==> config.mk <==
export PLATFORM = sky130hd
export DESIGN_NAME = two_class_oldest_first_queue_flat
export DESIGN_NICKNAME = d
export VERILOG_FILES = /design/src/hdl/tcq_pkg.sv /design/src/hdl/tcq_if.sv /design/src/hdl/tcq_fifo_mem.sv /design/src/hdl/tcq_fifo.sv /design/src/hdl/two_class_oldest_first_queue.sv /design/src/flat_wrapper.sv
export SDC_FILE = /design/constraint.sdc
export NUM_CORES = 1
export LEC_CHECK = 0
export ABC_AREA = 0
export BUFFER_PORTS_ARGS = -buffer_cell sky130_fd_sc_hd__buf_4
export CAP_MARGIN = 20
export CORE_MARGIN = 4
export CORE_UTILIZATION = 26
export DETAILED_ROUTE_END_ITERATION = 8
export SYNTH_ARGS = -nofsm -noshare
export SYNTH_HDL_FRONTEND = slang
export SYNTH_SLANG_ARGS = --single-unit
==> constraint.sdc <==
create_clock -name clk -period 7.6 [get_ports clk]
set_input_delay 0.76 -clock clk [delete_from_list [all_inputs] [get_ports clk]]
set_output_delay 0.76 -clock clk [all_outputs]
set_load 0.05 [all_outputs]
==> src/hdl/tcq_pkg.sv <==
// Shared types, field widths and operation codes of the two-class oldest-first queue.
package tcq_pkg;

  localparam int DEF_QUEUE_DEPTH = 16;
  localparam int DEF_STAMP_BITS  = 16;

  localparam int MODE_W   = 2;
  localparam int STATUS_W = 2;
  localparam int TAG_W    = 16;
  localparam int OSTAMP_W = 16;

  localparam logic [MODE_W-1:0] MODE_ENQ      = 2'd0;
  localparam logic [MODE_W-1:0] MODE_DEQ_ANY  = 2'd1;
  localparam logic [MODE_W-1:0] MODE_DEQ_CAT  = 2'd2;
  localparam logic [MODE_W-1:0] MODE_DEQ_DOG  = 2'd3;

  localparam logic [STATUS_W-1:0] ST_ENQUEUED = 2'd0;
  localparam logic [STATUS_W-1:0] ST_DEQUEUED = 2'd1;
  localparam logic [STATUS_W-1:0] ST_DROPPED  = 2'd2;
  localparam logic [STATUS_W-1:0] ST_EMPTY    = 2'd3;

  localparam logic CLASS_CAT = 1'b0;
  localparam logic CLASS_DOG = 1'b1;

  // Control from the sequencer to one class FIFO.
  typedef struct packed {
    logic rd;    // read the head entry
    logic push;  // write an entry at the tail
    logic pop;   // retire the head entry
  } fifo_ctl_t;

  // Status from one class FIFO back to the sequencer.
  typedef struct packed {
    logic empty;
    logic full;
  } fifo_sts_t;

endpackage

==> src/hdl/tcq_if.sv <==
// Valid/ready channel interfaces for the input and result words.
interface tcq_in_if;
  logic                        valid;
  logic                        ready;
  logic [tcq_pkg::MODE_W-1:0]  mode;
  logic                        item_class;
  logic [tcq_pkg::TAG_W-1:0]   item_tag;

  modport source(output valid, output mode, output item_class, output item_tag, input ready);
  modport sink(input valid, input mode, input item_class, input item_tag, output ready);
endinterface

interface tcq_out_if;
  logic                          valid;
  logic                          ready;
  logic [tcq_pkg::STATUS_W-1:0]  status;
  logic                          out_class;
  logic [tcq_pkg::TAG_W-1:0]     out_tag;
  logic [tcq_pkg::OSTAMP_W-1:0]  out_stamp;

  modport source(output valid, output status, output out_class, output out_tag,
                 output out_stamp, input ready);
  modport sink(input valid, input status, input out_class, input out_tag,
               input out_stamp, output ready);
endinterface

==> src/hdl/tcq_fifo_mem.sv <==
// Single-port-write, single-port-read synchronous RAM with registered read data.
module tcq_fifo_mem #(
  parameter int DEPTH = tcq_pkg::DEF_QUEUE_DEPTH,
  parameter int WIDTH = tcq_pkg::TAG_W + tcq_pkg::DEF_STAMP_BITS
) (
  input  logic                     clk,
  input  logic                     we,
  input  logic [$clog2(DEPTH)-1:0] waddr,
  input  logic [WIDTH-1:0]         wdata,
  input  logic                     re,
  input  logic [$clog2(DEPTH)-1:0] raddr,
  output logic [WIDTH-1:0]         rdata
);

  logic [WIDTH-1:0] mem [DEPTH];
  logic [WIDTH-1:0] rdata_r;

  always_ff @(posedge clk) begin
    if (we) begin
      mem[waddr] <= wdata;
    end
  end

  // Read data holds until the next read.
  always_ff @(posedge clk) begin
    if (re) begin
      rdata_r <= mem[raddr];
    end
  end

  assign rdata = rdata_r;

endmodule

==> src/hdl/tcq_fifo.sv <==
// One class FIFO: circular buffer in RAM with head pointer and fill count.
module tcq_fifo #(
  parameter int QUEUE_DEPTH = tcq_pkg::DEF_QUEUE_DEPTH,
  parameter int STAMP_BITS  = tcq_pkg::DEF_STAMP_BITS
) (
  input  logic                      clk,
  input  logic                      rst_n,
  input  tcq_pkg::fifo_ctl_t        ctl,
  input  logic [tcq_pkg::TAG_W-1:0] push_tag,
  input  logic [STAMP_BITS-1:0]     push_stamp,
  output logic [tcq_pkg::TAG_W-1:0] head_tag,
  output logic [STAMP_BITS-1:0]     head_stamp,
  output tcq_pkg::fifo_sts_t        sts
);

  localparam int PTR_W   = $clog2(QUEUE_DEPTH);
  localparam int CNT_W   = $clog2(QUEUE_DEPTH + 1);
  localparam int SUM_W   = CNT_W + 1;
  localparam int ENTRY_W = tcq_pkg::TAG_W + STAMP_BITS;

  logic [PTR_W-1:0]   head_r, head_nxt;
  logic [CNT_W-1:0]   count_r, count_nxt;
  logic [SUM_W-1:0]   tail_sum;
  logic [PTR_W-1:0]   tail;
  logic [ENTRY_W-1:0] rdata;

  // Tail slot is head plus count, wrapped once at the depth.
  always_comb begin
    tail_sum = SUM_W'(head_r) + SUM_W'(count_r);
    if (tail_sum >= SUM_W'(QUEUE_DEPTH)) begin
      tail_sum = tail_sum - SUM_W'(QUEUE_DEPTH);
    end
    tail = tail_sum[PTR_W-1:0];
  end

  always_comb begin
    head_nxt  = head_r;
    count_nxt = count_r;
    if (ctl.push) begin
      count_nxt = count_r + CNT_W'(1);
    end else if (ctl.pop) begin
      count_nxt = count_r - CNT_W'(1);
      head_nxt  = (head_r == PTR_W'(QUEUE_DEPTH - 1)) ? '0 : head_r + PTR_W'(1);
    end
  end

  always_ff @(posedge clk) begin
    if (!rst_n) begin
      head_r  <= '0;
      count_r <= '0;
    end else begin
      head_r  <= head_nxt;
      count_r <= count_nxt;
    end
  end

  tcq_fifo_mem #(
    .DEPTH (QUEUE_DEPTH),
    .WIDTH (ENTRY_W)
  ) u_mem (
    .clk   (clk),
    .we    (ctl.push),
    .waddr (tail),
    .wdata ({push_tag, push_stamp}),
    .re    (ctl.rd),
    .raddr (head_r),
    .rdata (rdata)
  );

  assign head_tag   = rdata[ENTRY_W-1:STAMP_BITS];
  assign head_stamp = rdata[STAMP_BITS-1:0];
  assign sts.empty  = (count_r == '0);
  assign sts.full   = (count_r == CNT_W'(QUEUE_DEPTH));

endmodule

==> src/hdl/two_class_oldest_first_queue.sv <==
// Two-class oldest-first queue. Each input word is one operation: enqueue a tagged item into
// the cat (class 0) or dog (class 1) FIFO, dequeue the older of the two heads, or dequeue a
// preferred class with fallback to the other. Every successful enqueue advances a wrapping
// arrival counter and stamps the item with the new value, so the first stamp after reset is 1.
// Age is judged with serial arithmetic on STAMP_BITS-bit stamps: the cat head is older when the
// top bit of (cat stamp - dog stamp) is set, otherwise the dog head is taken. Enqueue into a full
// FIFO is dropped and reported; a dequeue with both FIFOs empty reports empty and changes nothing.
// Each operation passes through the IDLE and EXEC states: IDLE accepts the word and reads both
// head entries from their synchronous RAMs, EXEC decides, writes back the RAM and pointers, and
// loads the result register. A new word is not taken until the previous one has left EXEC; a
// result still held in the output register stalls EXEC until it is taken. No clearing pass is needed after reset.
module two_class_oldest_first_queue #(
  parameter int QUEUE_DEPTH = tcq_pkg::DEF_QUEUE_DEPTH,
  parameter int STAMP_BITS  = tcq_pkg::DEF_STAMP_BITS
) (
  input  logic      clk,
  input  logic      rst_n,
  tcq_in_if.sink    in_ch,
  tcq_out_if.source out_ch
);

  // Sequencer states: waiting for a word, or finishing one whose head reads are in flight.
  localparam logic S_IDLE = 1'b0;
  localparam logic S_EXEC = 1'b1;

  logic state_r, state_nxt;

  // The accepted operation is held for the execute cycle.
  logic [tcq_pkg::MODE_W-1:0] mode_r;
  logic                       class_r;
  logic [tcq_pkg::TAG_W-1:0]  tag_r;

  logic [STAMP_BITS-1:0] arrival_r, arrival_nxt;

  tcq_pkg::fifo_ctl_t cat_ctl, dog_ctl;
  tcq_pkg::fifo_sts_t cat_sts, dog_sts;
  logic [tcq_pkg::TAG_W-1:0] cat_tag, dog_tag;
  logic [STAMP_BITS-1:0]     cat_stamp, dog_stamp;

  // Output register.
  logic                         out_valid_r;
  logic [tcq_pkg::STATUS_W-1:0] status_r, status_nxt;
  logic                         oclass_r, oclass_nxt;
  logic [tcq_pkg::TAG_W-1:0]    otag_r, otag_nxt;
  logic [STAMP_BITS-1:0]        ostamp_r, ostamp_nxt;
  logic [31:0]                  ostamp_wide;

  logic accept;
  logic commit;
  logic enq;
  logic tgt_full;
  logic take_cat;
  logic do_pop;
  logic [STAMP_BITS-1:0] age_diff;

  assign accept = in_ch.valid && in_ch.ready;
  // The execute cycle completes only when the output register can take the result.
  assign commit = (state_r == S_EXEC) && (!out_valid_r || out_ch.ready);

  always_comb begin
    state_nxt = state_r;
    unique case (state_r)
      S_IDLE: begin
        if (accept) begin
          state_nxt = S_EXEC;
        end
      end
      S_EXEC: begin
        if (commit) begin
          state_nxt = S_IDLE;
        end
      end
      default: state_nxt = S_IDLE;
    endcase
  end

  // Decision logic for the operation in the execute cycle.
  always_comb begin
    enq      = (mode_r == tcq_pkg::MODE_ENQ);
    tgt_full = class_r ? dog_sts.full : cat_sts.full;
    age_diff = cat_stamp - dog_stamp;

    unique case (mode_r)
      tcq_pkg::MODE_DEQ_ANY: begin
        priority if (dog_sts.empty) begin
          take_cat = 1'b1;
        end else if (cat_sts.empty) begin
          take_cat = 1'b0;
        end else begin
          take_cat = age_diff[STAMP_BITS-1];
        end
      end
      tcq_pkg::MODE_DEQ_CAT: take_cat = !cat_sts.empty;
      tcq_pkg::MODE_DEQ_DOG: take_cat = dog_sts.empty;
      default:               take_cat = 1'b0;
    endcase

    arrival_nxt = arrival_r + STAMP_BITS'(1);
    do_pop      = !enq && !(cat_sts.empty && dog_sts.empty);

    status_nxt = tcq_pkg::ST_EMPTY;
    oclass_nxt = tcq_pkg::CLASS_CAT;
    otag_nxt   = '0;
    ostamp_nxt = '0;
    priority if (enq && tgt_full) begin
      status_nxt = tcq_pkg::ST_DROPPED;
      oclass_nxt = class_r;
    end else if (enq) begin
      status_nxt = tcq_pkg::ST_ENQUEUED;
      oclass_nxt = class_r;
      ostamp_nxt = arrival_nxt;
    end else if (do_pop) begin
      status_nxt = tcq_pkg::ST_DEQUEUED;
      oclass_nxt = take_cat ? tcq_pkg::CLASS_CAT : tcq_pkg::CLASS_DOG;
      otag_nxt   = take_cat ? cat_tag : dog_tag;
      ostamp_nxt = take_cat ? cat_stamp : dog_stamp;
    end else begin
      status_nxt = tcq_pkg::ST_EMPTY;
    end
  end

  // Both heads are read on accept; the write-back happens on commit, so a read and a write
  // of the same RAM never fall in the same cycle.
  always_comb begin
    cat_ctl.rd   = accept;
    dog_ctl.rd   = accept;
    cat_ctl.push = commit && enq && !tgt_full && (class_r == tcq_pkg::CLASS_CAT);
    dog_ctl.push = commit && enq && !tgt_full && (class_r == tcq_pkg::CLASS_DOG);
    cat_ctl.pop  = commit && do_pop && take_cat;
    dog_ctl.pop  = commit && do_pop && !take_cat;
  end

  always_ff @(posedge clk) begin
    if (!rst_n) begin
      state_r     <= S_IDLE;
      arrival_r   <= '0;
      out_valid_r <= 1'b0;
    end else begin
      state_r <= state_nxt;
      if (commit && enq && !tgt_full) begin
        arrival_r <= arrival_nxt;
      end
      if (commit) begin
        out_valid_r <= 1'b1;
      end else if (out_ch.ready) begin
        out_valid_r <= 1'b0;
      end
    end
  end

  always_ff @(posedge clk) begin
    if (accept) begin
      mode_r  <= in_ch.mode;
      class_r <= in_ch.item_class;
      tag_r   <= in_ch.item_tag;
    end
    if (commit) begin
      status_r <= status_nxt;
      oclass_r <= oclass_nxt;
      otag_r   <= otag_nxt;
      ostamp_r <= ostamp_nxt;
    end
  end

  tcq_fifo #(
    .QUEUE_DEPTH (QUEUE_DEPTH),
    .STAMP_BITS  (STAMP_BITS)
  ) u_cat_fifo (
    .clk        (clk),
    .rst_n      (rst_n),
    .ctl        (cat_ctl),
    .push_tag   (tag_r),
    .push_stamp (arrival_nxt),
    .head_tag   (cat_tag),
    .head_stamp (cat_stamp),
    .sts        (cat_sts)
  );

  tcq_fifo #(
    .QUEUE_DEPTH (QUEUE_DEPTH),
    .STAMP_BITS  (STAMP_BITS)
  ) u_dog_fifo (
    .clk        (clk),
    .rst_n      (rst_n),
    .ctl        (dog_ctl),
    .push_tag   (tag_r),
    .push_stamp (arrival_nxt),
    .head_tag   (dog_tag),
    .head_stamp (dog_stamp),
    .sts        (dog_sts)
  );

  // The reported stamp is the low bits of the stored stamp, zero-extended when stamps are narrow.
  assign ostamp_wide = 32'(ostamp_r);

  assign in_ch.ready      = (state_r == S_IDLE);
  assign out_ch.valid     = out_valid_r;
  assign out_ch.status    = status_r;
  assign out_ch.out_class = oclass_r;
  assign out_ch.out_tag   = otag_r;
  assign out_ch.out_stamp = ostamp_wide[tcq_pkg::OSTAMP_W-1:0];

endmodule
==> src/flat_wrapper.sv <==
// flat-port wrapper written by rule: the top's interface ports become plain ports
module two_class_oldest_first_queue_flat 
#(
  parameter int QUEUE_DEPTH = tcq_pkg::DEF_QUEUE_DEPTH,
  parameter int STAMP_BITS  = tcq_pkg::DEF_STAMP_BITS
)
  (clk, rst_n, in_ch_valid, in_ch_mode, in_ch_item_class, in_ch_item_tag, in_ch_ready, out_ch_valid, out_ch_status, out_ch_out_class, out_ch_out_tag, out_ch_out_stamp, out_ch_ready);
  tcq_in_if in_ch_i ();
  tcq_out_if out_ch_i ();
  input  logic clk;
  input  logic rst_n;
  input wire logic [$bits(in_ch_i.valid)-1:0] in_ch_valid;
  input wire logic [$bits(in_ch_i.mode)-1:0] in_ch_mode;
  input wire logic [$bits(in_ch_i.item_class)-1:0] in_ch_item_class;
  input wire logic [$bits(in_ch_i.item_tag)-1:0] in_ch_item_tag;
  output wire logic [$bits(in_ch_i.ready)-1:0] in_ch_ready;
  output wire logic [$bits(out_ch_i.valid)-1:0] out_ch_valid;
  output wire logic [$bits(out_ch_i.status)-1:0] out_ch_status;
  output wire logic [$bits(out_ch_i.out_class)-1:0] out_ch_out_class;
  output wire logic [$bits(out_ch_i.out_tag)-1:0] out_ch_out_tag;
  output wire logic [$bits(out_ch_i.out_stamp)-1:0] out_ch_out_stamp;
  input wire logic [$bits(out_ch_i.ready)-1:0] out_ch_ready;
  assign in_ch_i.valid = in_ch_valid;
  assign in_ch_i.mode = in_ch_mode;
  assign in_ch_i.item_class = in_ch_item_class;
  assign in_ch_i.item_tag = in_ch_item_tag;
  assign in_ch_ready = in_ch_i.ready;
  assign out_ch_valid = out_ch_i.valid;
  assign out_ch_status = out_ch_i.status;
  assign out_ch_out_class = out_ch_i.out_class;
  assign out_ch_out_tag = out_ch_i.out_tag;
  assign out_ch_out_stamp = out_ch_i.out_stamp;
  assign out_ch_i.ready = out_ch_ready;
  two_class_oldest_first_queue #(.QUEUE_DEPTH(QUEUE_DEPTH), .STAMP_BITS(STAMP_BITS)) u_core (.clk(clk), .rst_n(rst_n), .in_ch(in_ch_i), .out_ch(out_ch_i));
endmodule
==> impl_metrics.json <==
{
  "run_status": "completed",
  "worst_path_largest_cell_delay_ns": 0.59,
  "clock_tree.root_cell": "sky130_fd_sc_hd__clkbuf_16",
  "ys_types": 51,
  "routed-via-count": 21074,
  "crit_path_category": "flip-flop to flip-flop",
  "avgViaCountPerCell": 4.549,
  "critical-path-top-cell-by-count": "sky130_fd_sc_hd__nand2_1",
  "cts-resized-gates": 0,
  "maximum_number_of_pins_on_one_net_before_global_route_repair": 110,
  "grt_first_pass_wirelength_microns": 157000,
  "cell_internal_pwr_mw": 10.93,
  "end_kind": "flip-flop",
  "post_cts.repair.setup_buffers": 0,
  "clock_latency_late_sink_ns": 0.72,
  "regToRegEndpoint": "u_core.u_dog_fifo.u_mem.mem[4][9]",
  "r2r_cells": 8,
  "cp_slowest_cell": "sky130_fd_sc_hd__nor2_4",
  "fp-row-count": 153,
  "timing_max_transition_violations_final": 0,
  "drt_wl_total_microns": 110000,
  "die_x_microns": 426.3,
  "grt_usage": 0.1195,
  "post_route_cells_drive_above_1_share": 0.2951,
  "final_util": 0.3067,
  "pwr-share-comb": 0.115,
  "h-tree-depth": 3,
  "leakagePower_nw": 16.19,
  "count_of_hold_fix_buffers_inserted_at_cts": 0,
  "netlist_area_sq_um": 45490,
  "cp_data_required_time_ns": 8.00,
  "final_net_count": 2270,
  "cp.buffers_inverters": 3,
  "final.setup_skew_ns": 0.03369,
  "ys_seq_elements": 1178,
  "io_buffers": 59,
  "cts.clk_slew.worst_paths_ns": 0.06,
  "worst_path_dominant_cell_family": "simple AND/OR/NAND/NOR gates",
  "synth_most_common_cell": "sky130_fd_sc_hd__edfxtp_1",
  "hold_crit_class": "primary input to flip-flop",
  "core_area_sq_um": 174000,
  "worstPathMaxFanout": 27,
  "clock_tree.buffer_depth": 3,
  "timing.fmax_ghz": 0.2408,
  "place.detailed.hpwl_microns": 68440,
  "synthesis.area_per_instance_sq_um": 22.06,
  "synthCells": 2062,
  "total_switching_power_mw": 3.544,
  "synthesized_netlist_net_count": 2118,
  "hold_viol": 0,
  "synth.yosys.seq_area_share": 0.7697,
  "drt-wirelength-per-cell_microns": 23.73,
  "setup_viol_count_final": 0,
  "synthDominantCellAreaShare": 0.7539,
  "grt_setup_unrepaired": "false",
  "dr.first_iter.drc_count": 2006,
  "warning_count_from_the_yosys_run": 0,
  "cellPowerDensity_nw_per_um2": 271.2,
  "numCtsBuffers": 114,
  "cap_viol_max_count": 0,
  "area_delta_synth_final_pct": 17.31,
  "gp_congestion": 0.7715,
  "whs_ns": 0.2206,
  "worst_slew_margin_rel": 0.2728,
  "crit_path_cell_trace": "nand2_1 > inv_2 > buf_4 > and3_1 > nand2_1 > or3_1 > nor2_4 > buf_16",
  "die_area_sq_um": 181700,
  "vdd_drop_max_mv": 0.2092,
  "min_from": "in_ch_item_tag[13]",
  "postSynth.asyncResetShare": 0,
  "seq_power_share": 0.507,
  "drt.antenna.violating_nets": 0,
  "power.switching_fraction": 0.2449,
  "reg2reg_setup_slack_ns": 3.45,
  "tightest_slew_ns": 1.088,
  "io_pins": 60,
  "fill_cells": 16544,
  "dp_cells": 4415,
  "startpoint_type": "flip-flop",
  "die_y_microns": 426.3,
  "grt_antenna_before_repair": 8,
  "drcViolationCount": 0,
  "timing.rr.start": "u_core.state_r",
  "synth_common_cells": "1,142 x sky130_fd_sc_hd__edfxtp_1, 320 x sky130_fd_sc_hd__mux4_2, 81 x sky130_fd_sc_hd__nand2_1, 62 x sky130_fd_sc_hd__clkbuf_1, 57 x sky130_fd_sc_hd__nor2_1",
  "clk_network_pwr_share": 0.378,
  "final.setup.tns_ns": 0,
  "synth_edf_count": 1142,
  "hold_path_end": "u_core.tag_r[13]",
  "first_global_vias": 21046,
  "initial_core_utilization": 0.2614,
  "tritoncts_num_sinks": 1178,
  "period_needed_ns": 4.154,
  "ys_top_cells_by_area": "sky130_fd_sc_hd__edfxtp_1 75%, sky130_fd_sc_hd__mux4_2 16%, sky130_fd_sc_hd__dfxtp_1 1.6%",
  "tritoncts": "yes",
  "post_layout_nonfiller_instances": 4633,
  "final_min_period_over_clock_period": 0.5465,
  "initial_drt_pass_iterations": 7,
  "synth_top_cell_by_area": "sky130_fd_sc_hd__edfxtp_1",
  "worstHoldPathCells": 1,
  "postSynth.topFlopCell": "sky130_fd_sc_hd__edfxtp_1",
  "grt_overflow_total": 0,
  "worst-endpoint-arrival_ns": 4.56
}
==> worst max-delay path by stage <==
stage               cells after the start           start                            endpoint  slack (ns)
floorplan                               1     in_ch_valid                      u_core.class_r        2.68
global route                            8  u_core.state_r  u_core.u_dog_fifo.u_mem.mem[4][12]        3.21
detailed placement                      9    out_ch_ready   u_core.u_dog_fifo.u_mem.mem[0][7]        2.71
CTS                                     7  u_core.state_r  u_core.u_dog_fifo.u_mem.mem[0][13]        3.19
finish                                  8  u_core.state_r   u_core.u_dog_fifo.u_mem.mem[4][9]        3.45
global placement                        9    out_ch_ready   u_core.u_dog_fifo.u_mem.mem[4][3]        2.70
==> power groups by stage <==
| stage | registers, mW | clock network, mW | logic [mW] |
|---|---|---|---|
| finish | 7.34 | 5.47 | 1.67 |
| floorplan | 7.57 | 0 | 0.974 |
| global placement | 7.48 | 0 | 1.70 |
| CTS | 7.35 | 5.57 | 1.68 |
| global route | 7.35 | 5.85 | 1.77 |
| detailed placement | 7.48 | 0 | 1.68 |
==> per-stage QoR <==
stage | setup slack [ns] | instance area, sq um | total power, mW
6_report | 3.446 | 53370 | 14.47
5_1_grt | 3.211 | 53360 | 14.98
4_1_cts | 3.192 | 53190 | 14.60
3_5_place_dp | 2.707 | 49630 | 9.163
3_3_place_gp | 2.696 | 49340 | 9.180
2_1_floorplan | 2.679 | 45490 | 8.541
==> layout make-up <==
type | count | area, sq um | area share
diodes | 4 | 10.01 | 0.0001876
clock buffers | 141 | 2985 | 0.05594
clock inverters | 65 | 583.1 | 0.01093
inverters | 26 | 97.59 | 0.001829
multi-input cells | 756 | 10410 | 0.1950
flip-flops and latches | 1178 | 35040 | 0.6566
well taps | 2325 | 2909 | 0.05451
repair buffers | 138 | 1336 | 0.02504
==> cell usage in the layout, fill, tap and decap left out, drive strengths merged, types with 5 or more instances in the layout <==
master	Yosys	final
dfxtp	36	36
mux4	320	320
mux2i	11	11
a21o	7	7
xnor2	27	27
nor2	58	58
bufinv	0	9
clkinvlp	0	7
edfxtp	1142	1142
nand2	81	81
nand4	20	20
nand3	29	29
clkbuf	62	141
o21ai	34	34
ha	29	29
buf	40	138
clkinv	0	45
a21oi	44	44
o211ai	18	18
nor3	7	7
or3	10	10
inv	26	30
xor2	11	11
nand2b	7	7
and2	5	5
==> sequential cells by signal, indices dropped and copies added (netlist names) <==
name                           flops
u_core.out_ch.out_tag             16
u_core.tag_r                      16
u_core.u_dog_fifo.head_r           4
u_core.u_dog_fifo.count_r          5
u_core.state_r                     1
u_core.u_dog_fifo.u_mem.mem      512
u_core.arrival_r                  16
u_core.out_ch.status               2
u_core.out_ch.out_stamp           16
u_core.out_ch.valid                1
u_core.mode_r                      2
u_core.u_cat_fifo.head_r           4
u_core.u_dog_fifo.u_mem.rdata     32
u_core.u_cat_fifo.u_mem.rdata     32
u_core.class_r                     1
u_core.u_cat_fifo.u_mem.mem      512
u_core.u_cat_fifo.count_r          5
u_core.out_ch.out_class            1
==> routing by layer <==
metal | share of wire | global-route usage | vias to the layer above | wire, microns
li1 | - | - | 8938 | -
met1 | 0.41 | 0.1579 | 11262 | 45050
met2 | 0.49 | 0.1972 | 730 | 54370
met3 | 0.067 | 0.02460 | 144 | 7395
met5 | 0 | 0 | - | 0
met4 | 0.028 | 0.03872 | 0 | 3132
==> cell families (layout without fill, tap and decap cells) <==
group	Yosys count	after routing	synth area share
flops	1178	1178	0.7697
mux	332	332	0.1615
fa+ha+maj	33	33	0.009737
other cells	0	4	0
compound gates	121	121	0.01620
buf+inv	128	370	0.01169
simple gates	232	232	0.02390
xor+xnor	38	38	0.007316
Power figures use the tool's default switching activity.
